==> src/hw/rtl/atd_pkg.sv <==
package atd_pkg;

    localparam int SAMPLE_W = 8;
    localparam int MAG_W    = 7;
    localparam int ACCUM_W  = 10;
    localparam int THRESH_W = 7;
    localparam int CALIB_W  = 3;
    localparam int AXES     = 3;

    localparam logic [THRESH_W-1:0] THRESH_RESET = 7'd10;
    localparam logic [MAG_W-1:0]    MAG_MAX      = 7'h7F;
    localparam logic [CALIB_W-1:0]  CALIB_ITEMS  = 3'd3;
    localparam logic [CALIB_W-1:0]  CALIB_DONE   = 3'd4;

    // floor(a / 3) for a < 1024 as (a * 683) >> 11
    localparam logic [10:0] DIV3_RECIP = 11'd683;
    localparam int          DIV3_SHIFT = 11;

    typedef enum logic [1:0] {
        PH_CALIB  = 2'd0,
        PH_ORIGIN = 2'd1,
        PH_RUN    = 2'd2
    } phase_t;

    typedef enum logic [2:0] {
        DIR_NONE  = 3'd0,
        DIR_STOP  = 3'd1,
        DIR_LEFT  = 3'd2,
        DIR_RIGHT = 3'd3,
        DIR_FRONT = 3'd4,
        DIR_BACK  = 3'd5
    } dir_t;

    // x in the lowest bits
    typedef struct packed {
        logic [SAMPLE_W-1:0] z_sample;
        logic [SAMPLE_W-1:0] y_sample;
        logic [SAMPLE_W-1:0] x_sample;
    } item_t;

    typedef struct packed {
        logic             neg;
        logic [MAG_W-1:0] mag;
    } dev_t;

    // phase in the lowest bits, padded to 32
    typedef struct packed {
        logic [2:0]       pad;
        dir_t             direction;
        logic             z_negative;
        logic [MAG_W-1:0] z_magnitude;
        logic             y_negative;
        logic [MAG_W-1:0] y_magnitude;
        logic             x_negative;
        logic [MAG_W-1:0] x_magnitude;
        phase_t           phase;
    } result_t;

    function automatic logic [SAMPLE_W-1:0] div3(input logic [ACCUM_W-1:0] a);
        logic [20:0] p;
        p = a * DIV3_RECIP;
        return p[DIV3_SHIFT +: SAMPLE_W];
    endfunction

    function automatic dev_t deviation(input logic [SAMPLE_W-1:0] s,
                                       input logic [SAMPLE_W-1:0] o);
        dev_t                d;
        logic [SAMPLE_W-1:0] diff;
        d.neg = (s <= o);
        diff  = d.neg ? (o - s) : (s - o);
        d.mag = (diff > {1'b0, MAG_MAX}) ? MAG_MAX : diff[MAG_W-1:0];
        return d;
    endfunction

    function automatic dir_t dir_update(input dir_t cur, input dev_t d,
                                        input logic [THRESH_W-1:0] thr,
                                        input dir_t pos_code, input dir_t neg_code);
        dir_t r;
        if (!d.neg && d.mag != '0)
        begin
            r = (d.mag > thr) ? pos_code : cur;
        end
        else if (d.neg)
        begin
            r = (d.mag > thr) ? neg_code : DIR_STOP;
        end
        else
        begin
            r = DIR_STOP;
        end
        return r;
    endfunction

endpackage

==> src/hw/rtl/accel_tilt_direction_detector_top.sv <==
// Path: an input transfer reaches m_tdata through the input register, then the result
//   register; a stalled output holds it back. Throughput: one sample triple per cycle
//   unless m_tready stalls, set by the single-pass logic between the two registers.
// Reset (rst_n low, asynchronous): calibration restarts, origins clear, direction NONE,
//   threshold 10, both stream sides empty.
module accel_tilt_direction_detector_top
    import atd_pkg::*;
(
    input  logic        clk,
    input  logic        rst_n,
    input  logic        s_tvalid,
    output logic        s_tready,
    input  logic [23:0] s_tdata,   // x_sample, y_sample, z_sample
    output logic        m_tvalid,
    input  logic        m_tready,
    output logic [31:0] m_tdata,   // x_magnitude, x_negative, y_magnitude, y_negative,
                                   // z_magnitude, z_negative, direction, zero pad
    output logic [1:0]  m_tuser,   // phase
    input  logic        cfg_valid,
    output logic        cfg_ready,
    input  logic [6:0]  cfg_data   // tilt_threshold
);

    logic [THRESH_W-1:0] thresh_reg;
    logic                item_valid;
    logic                item_ready;
    item_t               item;
    result_t             result;

    assign cfg_ready = 1'b1;

    always_ff @(posedge clk or negedge rst_n)
    begin
        if (!rst_n)
        begin
            thresh_reg <= THRESH_RESET;
        end
        else if (cfg_valid && cfg_ready)
        begin
            thresh_reg <= cfg_data;
        end
    end

    atd_in_stage u_in_stage (
        .clk        (clk),
        .rst_n      (rst_n),
        .s_tvalid   (s_tvalid),
        .s_tready   (s_tready),
        .s_item     (item_t'(s_tdata)),
        .item_valid (item_valid),
        .item_ready (item_ready),
        .item       (item)
    );

    atd_core u_core (
        .clk        (clk),
        .rst_n      (rst_n),
        .threshold  (thresh_reg),
        .item_valid (item_valid),
        .item_ready (item_ready),
        .item       (item),
        .m_tvalid   (m_tvalid),
        .m_tready   (m_tready),
        .result     (result)
    );

    assign m_tdata = {5'b00000, result.direction,
                      result.z_negative, result.z_magnitude,
                      result.y_negative, result.y_magnitude,
                      result.x_negative, result.x_magnitude};
    assign m_tuser = result.phase;

endmodule

==> src/hw/rtl/atd_in_stage.sv <==
module atd_in_stage
    import atd_pkg::*;
(
    input  logic  clk,
    input  logic  rst_n,
    input  logic  s_tvalid,
    output logic  s_tready,
    input  item_t s_item,
    output logic  item_valid,
    input  logic  item_ready,
    output item_t item
);

    logic  vld_reg;
    logic  vld_next;
    item_t item_reg;

    assign s_tready = !vld_reg || item_ready;

    always_comb
    begin
        vld_next = vld_reg;
        if (s_tvalid && s_tready)
        begin
            vld_next = 1'b1;
        end
        else if (item_ready)
        begin
            vld_next = 1'b0;
        end
    end

    always_ff @(posedge clk or negedge rst_n)
    begin
        if (!rst_n)
        begin
            vld_reg <= 1'b0;
        end
        else
        begin
            vld_reg <= vld_next;
        end
    end

    always_ff @(posedge clk)
    begin
        if (s_tvalid && s_tready)
        begin
            item_reg <= s_item;
        end
    end

    assign item_valid = vld_reg;
    assign item       = item_reg;

endmodule

==> src/hw/rtl/atd_core.sv <==
module atd_core
    import atd_pkg::*;
(
    input  logic                clk,
    input  logic                rst_n,
    input  logic [THRESH_W-1:0] threshold,
    input  logic                item_valid,
    output logic                item_ready,
    input  item_t               item,
    output logic                m_tvalid,
    input  logic                m_tready,
    output result_t             result
);

    logic [CALIB_W-1:0]  calib_cnt_reg;
    logic [CALIB_W-1:0]  calib_cnt_next;
    logic [ACCUM_W-1:0]  origin_reg [AXES];
    logic [ACCUM_W-1:0]  origin_next [AXES];
    dir_t                dir_reg;
    dir_t                dir_next;
    logic                out_vld_reg;
    result_t             res_reg;
    result_t             res_next;
    logic                advance;
    phase_t              phase;
    logic [SAMPLE_W-1:0] smp [AXES];
    dev_t                dev [AXES];
    dir_t                dir_x;

    assign item_ready = !out_vld_reg || m_tready;
    assign advance    = item_valid && item_ready;

    assign smp[0] = item.x_sample;
    assign smp[1] = item.y_sample;
    assign smp[2] = item.z_sample;

    always_comb
    begin
        if (calib_cnt_reg < CALIB_ITEMS)
        begin
            phase = PH_CALIB;
        end
        else if (calib_cnt_reg == CALIB_ITEMS)
        begin
            phase = PH_ORIGIN;
        end
        else
        begin
            phase = PH_RUN;
        end

        calib_cnt_next = (calib_cnt_reg < CALIB_DONE) ? calib_cnt_reg + 3'd1 : calib_cnt_reg;

        for (int i = 0; i < AXES; i++)
        begin
            dev[i]         = '0;
            origin_next[i] = origin_reg[i];
            case (phase)
                PH_CALIB:  origin_next[i] = origin_reg[i] + {2'b00, smp[i]};
                PH_ORIGIN: origin_next[i] = {2'b00, div3(origin_reg[i])};
                PH_RUN:    dev[i] = deviation(smp[i], origin_reg[i][SAMPLE_W-1:0]);
                default:   origin_next[i] = origin_reg[i];
            endcase
        end

        // y overrides x, except a small positive y, which keeps the x result
        dir_x    = dir_update(dir_reg, dev[0], threshold, DIR_LEFT, DIR_RIGHT);
        dir_next = dir_update(dir_x, dev[1], threshold, DIR_FRONT, DIR_BACK);

        res_next.pad         = '0;
        res_next.phase       = phase;
        res_next.x_magnitude = dev[0].mag;
        res_next.x_negative  = dev[0].neg;
        res_next.y_magnitude = dev[1].mag;
        res_next.y_negative  = dev[1].neg;
        res_next.z_magnitude = dev[2].mag;
        res_next.z_negative  = dev[2].neg;
        res_next.direction   = dir_next;
    end

    always_ff @(posedge clk or negedge rst_n)
    begin
        if (!rst_n)
        begin
            calib_cnt_reg <= '0;
            dir_reg       <= DIR_NONE;
            out_vld_reg   <= 1'b0;
            for (int i = 0; i < AXES; i++)
            begin
                origin_reg[i] <= '0;
            end
        end
        else
        begin
            if (advance)
            begin
                calib_cnt_reg <= calib_cnt_next;
                dir_reg       <= dir_next;
                out_vld_reg   <= 1'b1;
                for (int i = 0; i < AXES; i++)
                begin
                    origin_reg[i] <= origin_next[i];
                end
            end
            else if (m_tready)
            begin
                out_vld_reg <= 1'b0;
            end
        end
    end

    always_ff @(posedge clk)
    begin
        if (advance)
        begin
            res_reg <= res_next;
        end
    end

    assign m_tvalid = out_vld_reg;
    assign result   = res_reg;

`ifndef SYNTH
    a_calib_bound: assert property (@(posedge clk) disable iff (!rst_n)
        calib_cnt_reg <= CALIB_DONE)
        else $error("calibration count past done");

    a_zero_is_neg: assert property (@(posedge clk) disable iff (!rst_n)
        (advance && phase == PH_RUN) |=>
            !(res_reg.x_magnitude == '0 && !res_reg.x_negative) &&
            !(res_reg.y_magnitude == '0 && !res_reg.y_negative))
        else $error("zero deviation without negative flag");

    a_calib_stop: assert property (@(posedge clk) disable iff (!rst_n)
        (advance && phase != PH_RUN) |=>
            res_reg.direction == DIR_STOP && res_reg.x_magnitude == '0 &&
            res_reg.y_magnitude == '0 && res_reg.z_magnitude == '0)
        else $error("calibration result not cleared");

    a_origin_held: assert property (@(posedge clk) disable iff (!rst_n)
        (calib_cnt_reg == CALIB_DONE && $past(calib_cnt_reg == CALIB_DONE)) |->
            $stable(origin_reg[0]) && $stable(origin_reg[1]) && $stable(origin_reg[2]))
        else $error("origin changed while running");
`endif

endmodule

==> config.mk <==
export PLATFORM = sky130hd
export DESIGN_NAME = accel_tilt_direction_detector_top
export DESIGN_NICKNAME = d
export VERILOG_FILES = /design/src/hw/rtl/atd_pkg.sv /design/src/hw/rtl/accel_tilt_direction_detector_top.sv /design/src/hw/rtl/atd_in_stage.sv /design/src/hw/rtl/atd_core.sv
export SDC_FILE = /design/constraint.sdc
export NUM_CORES = 1
export LEC_CHECK = 0
export BUFFER_PORTS_ARGS = -buffer_cell sky130_fd_sc_hd__clkbuf_2
export CAP_MARGIN = 0
export CORE_MARGIN = 3
export CORE_UTILIZATION = 55
export CTS_BUF_LIST = sky130_fd_sc_hd__clkbuf_4
export CTS_CLUSTER_DIAMETER = 50
export CTS_CLUSTER_SIZE = 40
export DETAILED_ROUTE_END_ITERATION = 10
export GPL_TIMING_DRIVEN = 0
export PLACE_DENSITY = 0.83
export SYNTH_ARGS = -nofsm -noshare
export SYNTH_HDL_FRONTEND = slang
export SYNTH_SLANG_ARGS = --single-unit
==> constraint.sdc <==
create_clock -name clk -period 7.83 [get_ports clk]
set_input_delay 1.566 -clock clk [delete_from_list [all_inputs] [get_ports clk]]
set_output_delay 1.566 -clock clk [all_outputs]
set_load 0.01 [all_outputs]
# Word level (Yosys, flattened, before mapping)
# Cells that the tools add are included.
# Widths: inputs -> output; s select.
# op_classes
eq_ne,3
n_mux,25
n_addsub,10
order_cmp,10
reduce_logical,18
n_mul,3
# op_table
cell,n
$pmux 10 s2,3
$mul 10x10->19 const B,3
$sub 8x8->8,6
$mux 8,5
$add 10x8->10,3
$gt 8x7->1 const B,3
$le 8x8->1,3
$mux 3,7
$mux 7,3
$gt 7x7->1,2
$reduce_bool 7->1,2
$mux 2,3
$reduce_bool 2->1,3
$logic_and 1x1->1,4
$logic_not 1->1,4
$mux 1,4
$reduce_and 2->1,2
$add 3x1->3 const B,1
$eq 3x2->1 const B,1
$lt 3x2->1 const B,1
$lt 3x3->1 const B,1
$eq 2x1->1 const B,1
$eq 2x2->1 const B,1
$logic_not 2->1,1
$logic_or 1x1->1,2
# word_totals
wordCells,88
inputBits,36
reg_bits,98
output_inout_bits,37

# Logic depth before layout (Yosys ltp)
# Gate-level depths: netlist of the first run.
# logic_depth
ltp_word,11
depth_mapped,21
depth_no_buf,21

# Modules after synthesis
# From an unflattened synthesis of the first run, not the netlist that was laid out.
# unflattened
cells_unflattened,1236
area_unflattened_um2,12020.3
# modules_own_cells
mod,n_inst,cells_each,area_each_um2,seq_area_each_um2
atd_core,1,1185,10899.2,1796.7
atd_in_stage,1,28,774.5,745.7
accel_tilt_direction_detector_top,1,23,346.6,177.7

# Least setup slack after synthesis of the first run
# No wires, ideal clock.
# synth_path
path_type,register -> register
start,reg u_core.origin_reg[18] (netlist name)
end,reg u_core.origin_reg[17] (netlist name)
stages_incl_launch_ff,18
required_ns,7.748
setup_slack_ns,3.176
period_less_slack_ns,4.654
arrival_time_ns,4.572
n_path_buf,0
setup_ns,0.082
path_cell_list,dfrtp_1 ha_1 ha_1 inv_1 fa_1 inv_1 fa_1 fa_1 ha_1 a2111oi_0 o21ai_1 a41oi_1 o31ai_1 o41ai_2 o21ai_1 xnor2_1 nand2_1 a31oi_1
# synth_between
elab_chain_len,2
# synth_lines
element,line,source
from (decl),atd_core.sv:17,logic [ACCUM_W-1:0] origin_reg [AXES];
"from (signal, indexed assignment)",atd_core.sv:102,origin_reg[i] <= origin_next[i];
$mul 10x10->19,atd_pkg.sv:61,p = a * DIV3_RECIP;
$pmux 10 s2,atd_core.sv:58,case (phase)
# Every way passes these cells.
# A chain may end at the register's enable or synchronous reset.

# Worst setup path in the final report of the first run
# layout_path
start,reg u_core.origin_reg[10] (netlist name)
end,reg u_core.origin_reg[17] (netlist name)
# layout_between
elab_chain_len,2
word_cells_on_any_way,3
cone_classes,add/sub (1); mul (1); mux (1)
# layout_lines
element,line
$mul 10x10->19 or $add 10x8->10 (tied branches),"atd_pkg.sv:61, atd_core.sv:59"
$pmux 10 s2 *,atd_core.sv:58
# Mark *: on every way between the ends. The rest lies on a longest branch, timed or not.

==> results of run 1 <==
[routing by layer]
layer,global-route usage,up-vias,part of all wire
li1,-,4667,-
met1,0.312,4698,0.41
met2,0.441,355,0.49
met3,0.0419,81,0.062
met4,0.0971,0,0.035
met5,0,-,0
[layout make-up]
cell class / instances / area [um2] / share of cell area
Clock buffer: 9 / 67.6 / 0.00512
Clock inverter: 7 / 50.0 / 0.00379
Tap cell: 280 / 350 / 0.0265
Sequential cell: 98 / 2720 / 0.206
Inverter: 236 / 886 / 0.0671
Multi-Input combinational cell: 951 / 8600 / 0.651
Buffer: 32 / 168 / 0.0127
Antenna cell: 1 / 2.50 / 0.000190
Timing Repair Buffer: 67 / 358 / 0.0271
[synthesized netlist by cell type (19+ instances only)]
master | instances | area, um2
nor2_1 | 72 | 270
nor3_1 | 19 | 95.1
o21ai_0 | 76 | 380
dfrtp_1 | 43 | 1080
edfxtp_1 | 53 | 1590
nand2_1 | 52 | 195
xnor2_1 | 48 | 420
inv_1 | 234 | 878
a21oi_1 | 77 | 385
ha_1 | 259 | 3240
fa_1 | 72 | 1440
[power by group]
part           internal [uW]  switching [uW]
Combinational            120             174
Clock                   67.9             210
Sequential               585            19.4
Total                    773             404
[worst max-delay path, delay by kind of cell (launching register included)]
kind | cells | cell delay, ps
buffers and inverters | 2 | 110
xor gates and xnor gates | 1 | 180
AOI/OAI and AO/OA | 7 | 1750
adders and majority gates | 6 | 2500
and+or+nand+nor | 1 | 70
DFF | 1 | 560
[metrics by stage]
step,cell area [um2],worst slack (ps),power [uW]
after floorplan,12400,3180,813
after CTS,13200,2590,1180
after global routing,13200,2210,1240
after detailed placement,13100,2650,902
final,13200,2590,1180
after global placement,13100,2740,889
[cells by family (layout without fill, tap and decap cells)]
family | after synthesis | in the layout | share of synthesized area
mux | 18 | 18 | 0.0149
buf+inv | 268 | 351 | 0.0852
flops | 98 | 98 | 0.220
simple gates | 243 | 243 | 0.0974
other cells | 2 | 7 | 0.000608
compound gates | 290 | 290 | 0.158
fa+ha+maj | 331 | 331 | 0.379
xor+xnor | 63 | 63 | 0.0453
[worst paths after layout]
check | to | slack [ps] | cells after the start
max | u_core.origin_reg[17]$_DFFE_PN0P_ | 2590 | 17
min | u_core.dir_reg[2]$_DFFE_PN0P_ | 530 | 2
max reg2reg | u_core.origin_reg[17]$_DFFE_PN0P_ | 2590 | 17
min reg2reg | u_core.dir_reg[2]$_DFFE_PN0P_ | 530 | 2
max in group asynchronous | u_core.origin_reg[3]$_DFFE_PN0P_ | 5770 | 1
min in group asynchronous | u_core.dir_reg[1]$_DFFE_PN0P_ | 1260 | 1
==> key figures, run 1 <==
Worst setup path
  • WP data arrival: 5690 ps
  • Slowest CP cell: dfrtp_1
  • Worst setup startpoint: u_core.origin_reg[10]$_DFFE_PN0P_
  • Crit path capture type: register
  • Worst setup SP type: register
  • Worst-path cell chain: ha_1 -> ha_1 -> inv_1 -> fa_1 -> inv_1 -> fa_1 -> fa_1 -> ha_1 -> a2111oi_0 -> o21ai_1 -> a41oi_1 -> o31ai_1 -> o41ai_2 -> o21ai_1 -> xnor2_1 -> nand2_1 -> a31oi_1
  • Worst R2R Start: u_core.origin_reg[10]$_DFFE_PN0P_
  • Slowest stage delay, CP: 560 ps
  • Critical path peak fanout: 7
  • CP Class: reg2reg
  • Required time of the critical path: 8280 ps

CTS
  • CTS Sinks: 98
  • Post-CTS setup buffer count: 0
  • CTS Root Cell: clkbuf_4
  • CTS tree: done
  • Clock-pin slew on the worst setup and hold paths: 170 ps
  • Num CTS Buffers: 9
  • Hold-fix buffers, CTS: 0
  • Post-CTS Resized: 0
  • CTS H-tree lvls: 3
  • Max clock buf depth: 2
  • Clk Latency, worst-skew pair: 520 ps

Route
  • Total number of vias: 9801
  • Wire per inst: 17.6 um
  • Routed WL: 29600 um
  • DR iter-0 viols: 583
  • Via-to-Cell Ratio: 5.83
  • Final ANT Viol Nets: 0
  • Drt first pass iters: 5
  • Residual DRC count: 0

Final layout
  • Final cell count without fillers: 1681
  • Max reg flops: 30
  • Filler cells: 1784
  • Fin util: 0.601
  • Layout area overhead: 6.83%
  • Most common cell after layout, fill and taps aside: ha_1
  • Most frequent cells in the layout: ha_1 (259), inv_1 (234), a21oi_1 (77), o21ai_0 (76)
  • Share of cells above drive strength 1: 0.101
  • Nets@finish: 1762

Logic synthesis
  • Share of flip-flops with an asynchronous set or reset: 0.459
  • Post-synthesis cell count: 1313
  • Avg Inst Size Synth: 9.41 um2
  • Post-synth EDFFs: 53
  • Syn. warnings: 0
  • Main synth FF type: edfxtp_1
  • Sequential area share after synthesis: 0.220
  • Synthesized flop and latch total: 98
  • Unique cell type count in the Yosys netlist: 88
  • Mapped Area: 0.0124 mm2

Timing
  • Tmin final: 5240 ps
  • Setup-failing EPs final: 0
  • Worst-margin pin slew: 1250 ps
  • F_max: 191 MHz
  • Setup Skew: 33.6 ps
  • Rel. slew slack: 0.169
  • Worst Hold Slack: 526 ps
  • TNS Setup: 0 ps
  • Crit share post-route: 0.669
  • Number of hold violations in the final report: 0
  • Pins Over Slew Limit: 0
  • Unrepaired setup endpoints after global routing: no

Hold path
  • HP Start: u_core.dir_reg[2]$_DFFE_PN0P_
  • Worst min-delay path class: reg2reg

GRT
  • Largest net degree at the start of global routing: 46
  • First-pass GRT wire length: 49000 um
  • Total Routing Usage GR: 0.252
  • Antenna violations before repair: 1
  • Gr ovfl total: 0
  • Number of global-route vias before repair: 10184

Place
  • Final HPWL DP: 24200 um
  • Placed Cells: 1663
  • Port Buffer Count: 66
  • Routability cong.: 0.940

Pwr
  • Static Leak: 0.00654 uW
  • VDD IR-drop max: 58.5 uV
  • Pwr dens: 89.1 mW/mm2

Floorplan
  • Die area: 0.0243 mm2
  • Num rows: 54
  • Die Height: 156 um
  • Core area: 0.0220 mm2
  • Number of I/O pins: 73
  • Starting Density: 0.563
  • Die X: 156 um

Flow run
  • # Max-Cap Violations: 0

Run status
  • Status: complete, no violations
No activity file was read; power rests on OpenSTA's default activity.
==> inputs of run 2 (changes only) <==
--- a/config.mk
+++ b/config.mk
@@ -14,7 +14,7 @@
 export CTS_CLUSTER_SIZE = 40
 export DETAILED_ROUTE_END_ITERATION = 10
 export GPL_TIMING_DRIVEN = 0
-export PLACE_DENSITY = 0.83
+export PLACE_DENSITY = 0.86
 export SYNTH_ARGS = -nofsm -noshare
 export SYNTH_HDL_FRONTEND = slang
 export SYNTH_SLANG_ARGS = --single-unit
==> constraint.sdc (replaced) <==
create_clock -name clk -period 4.56 [get_ports clk]
set_input_delay 0.912 -clock clk [delete_from_list [all_inputs] [get_ports clk]]
set_output_delay 0.912 -clock clk [all_outputs]
set_load 0.01 [all_outputs]
==> run 2 against run 1 <==
  * Sequential power up 72%
  * Sequential share of layout area down 1.4 points
  * The flow now finishes with violations (negative setup slack)
  * Cell area up 8.9%
  * Clock-buffer cell count unchanged
==> key figures, run 2 (synthesis results as in run 1) <==
Run status
  • Status: complete, but fails checks
  • Failing checks: negative setup slack

CTS
  • Clock-pin slew on the worst setup and hold paths: 190 ps
  • CTS Sinks: 98
  • CTS Root Cell: clkbuf_4
  • Hold-fix buffers, CTS: 0
  • Max clock buf depth: 2
  • CTS H-tree lvls: 3
  • Clk Latency, worst-skew pair: 510 ps
  • Num CTS Buffers: 9
  • CTS tree: done

Route
  • DR WL met3: 2560 um
  • Wire per inst: 20.1 um
  • Routed WL: 35000 um
  • Final ANT Viol Nets: 0
  • DR iter-0 viols: 798
  • Routed wl met2: 17200 um
  • Via-to-Cell Ratio: 6.08
  • Drt first pass iters: 8
  • Metal-1 WL: 12900 um
  • Max layer used: met4
  • Total number of vias: 10585
  • Residual DRC count: 0

Timing
  • Rel. slew slack: 0.169
  • TNS Setup: -1340 ps
  • Pins Over Slew Limit: 0
  • Number of hold violations in the final report: 0
  • Crit share post-route: 1.05
  • Tmin final: 4790 ps
  • F_max: 209 MHz
  • Setup Skew: 43.8 ps
  • Worst-margin pin slew: 1250 ps
  • Setup-failing EPs final: 11
  • Worst Setup Slack, final: -227 ps
  • Unrepaired setup endpoints after global routing: yes

Worst setup path
  • Worst setup SP type: register
  • Crit path to: u_core.origin_reg[15]$_DFFE_PN0P_
  • Buffers & Inverters on Critical Path: 4
  • Slowest stage delay, CP: 590 ps
  • Critical path depth: 18
  • R2r endpoint: u_core.origin_reg[15]$_DFFE_PN0P_
  • CP Class: reg2reg
  • Slowest CP cell: fa_1
  • CP top delay family: adder cells
  • Reg2Reg Depth: 18
  • Crit path capture type: register
  • Setup slack, reg-to-reg: -230 ps
  • Worst R2R Start: u_core.origin_reg[18]$_DFFE_PN0P_
  • WP data arrival: 5170 ps
  • Required time of the critical path: 4940 ps
  • Critical path peak fanout: 3
  • Worst-path cell chain: ha_4 -> ha_4 -> inv_4 -> fa_1 -> inv_2 -> fa_1 -> fa_1 -> ha_4 -> a2111oi_4 -> o21ai_2 -> a41oi_2 -> o31ai_4 -> o41ai_2 -> buf_4 -> buf_4 -> xnor2_2 -> a21oi_1 -> a21oi_1
  • Worst setup startpoint: u_core.origin_reg[18]$_DFFE_PN0P_

Pwr
  • Sw Share: 0.340
  • Clk pwr share: 0.227
  • Reg power frac: 0.508
  • VDD IR-drop max: 113 uV
  • Gate power share: 0.266
  • Cell Int Power: 1350 uW
  • Net Sw Power: 693 uW
  • PnR Total Power: 2040 uW
  • Static Leak: 0.00686 uW
  • Pwr dens: 142 mW/mm2

GRT
  • Largest net degree at the start of global routing: 46
  • Antenna violations before repair: 1
  • Gr ovfl total: 0
  • Number of global-route vias before repair: 10780
  • Total Routing Usage GR: 0.275
  • First-pass GRT wire length: 53500 um

Hold path
  • Worst min-delay path class: reg2reg

Floorplan
  • Die X: 156 um
  • Number of I/O pins: 73
  • Core area: 0.0220 mm2
  • Die area: 0.0243 mm2
  • Starting Density: 0.563
  • Die Height: 156 um
  • Num rows: 54

Place
  • Routability cong.: 0.941
  • Final HPWL DP: 24300 um
  • Port Buffer Count: 66

Final layout
  • Max reg flops: 30
  • Fin util: 0.654
  • Layout area overhead: 16.3%
  • Share of cells above drive strength 1: 0.216
  • Most frequent cells in the layout: inv_1 (224), ha_1 (220), a21oi_1 (73), nor2_1 (69), fa_1 (69)
  • Filler cells: 1535
  • Register area: 0.00275 mm2
  • Footprint of the multi-input gates: 0.00928 mm2
  • Nets@finish: 1822
  • Most common cell after layout, fill and taps aside: inv_1

Flow run
  • # Max-Cap Violations: 0
## run 2: changes by cell type in the layout (fill, tap and decap cells not counted), sizes merged
cell / delta
buf: +60
inv: -1
clkinv: +1
## run 2: area by class of cell
cell class                 count  share of cell area
buffer                        32              0.0117
antenna                        1            0.000174
multi-input combinational    951               0.646
tap                          280              0.0244
inverter                     236              0.0618
clock inverter                 7             0.00348
sequential                    98               0.192
clock buffer                   9             0.00470
timing repair buffer         127              0.0565
## run 2: worst min path at each step
stage                                        from                            end  cells past startpoint  slack, ps
floorplan           u_core.dir_reg[2]$_DFFE_PN0P_  u_core.dir_reg[2]$_DFFE_PN0P_                      2        440
global placement    u_core.dir_reg[2]$_DFFE_PN0P_  u_core.dir_reg[2]$_DFFE_PN0P_                      2        450
detailed placement  u_core.dir_reg[2]$_DFFE_PN0P_  u_core.dir_reg[2]$_DFFE_PN0P_                      2        470
CTS                 u_core.dir_reg[2]$_DFFE_PN0P_  u_core.dir_reg[2]$_DFFE_PN0P_                      2        510
global route        u_core.dir_reg[2]$_DFFE_PN0P_  u_core.dir_reg[2]$_DFFE_PN0P_                      2        530
finish              u_core.dir_reg[2]$_DFFE_PN0P_  u_core.dir_reg[2]$_DFFE_PN0P_                      2        510
## run 2: per-stage QoR
stage                     hold WS (ps)  cells  setup slack (ps)  cell area (um2)
after floorplan                    440   1317             -9.87            12400
after global placement             454   1663              -431            13100
after detailed placement           475   1663              -528            13100
after CTS                          510   1714              -230            13800
after global routing               526   1741              -322            14400
final                              513   1741              -227            14400
## run 2: tightest hold or removal path, cell delays in order, from the launching register on
cell and delay (ps):
dfrtp_1 380, nand2_1 50, o31ai_1 60
## run 2: repair_timing
| item | 4_1_cts | 5_1_grt |
|---|---|---|
| pin swaps | 46 | 56 |
| gates resized for setup | 66 | 70 |
| buffers inserted | 35 | 25 |
| setup endpoints to repair | 16 | 25 |
## run 2: power by group through the flow
stage	Sequential [uW]	Clock (uW)	Combinational (uW)
global route	1040	497	598
detailed placement	1050	0	494
CTS	1040	459	496
finish	1040	462	542
floorplan	1060	0	340
global placement	1050	0	473
## run 2: routing by layer
layer | vias to the layer above | global-route usage
li1 | 4787 | -
met1 | 5053 | 0.316
met2 | 547 | 0.480
met3 | 198 | 0.0530
met4 | 0 | 0.152
met5 | - | 0
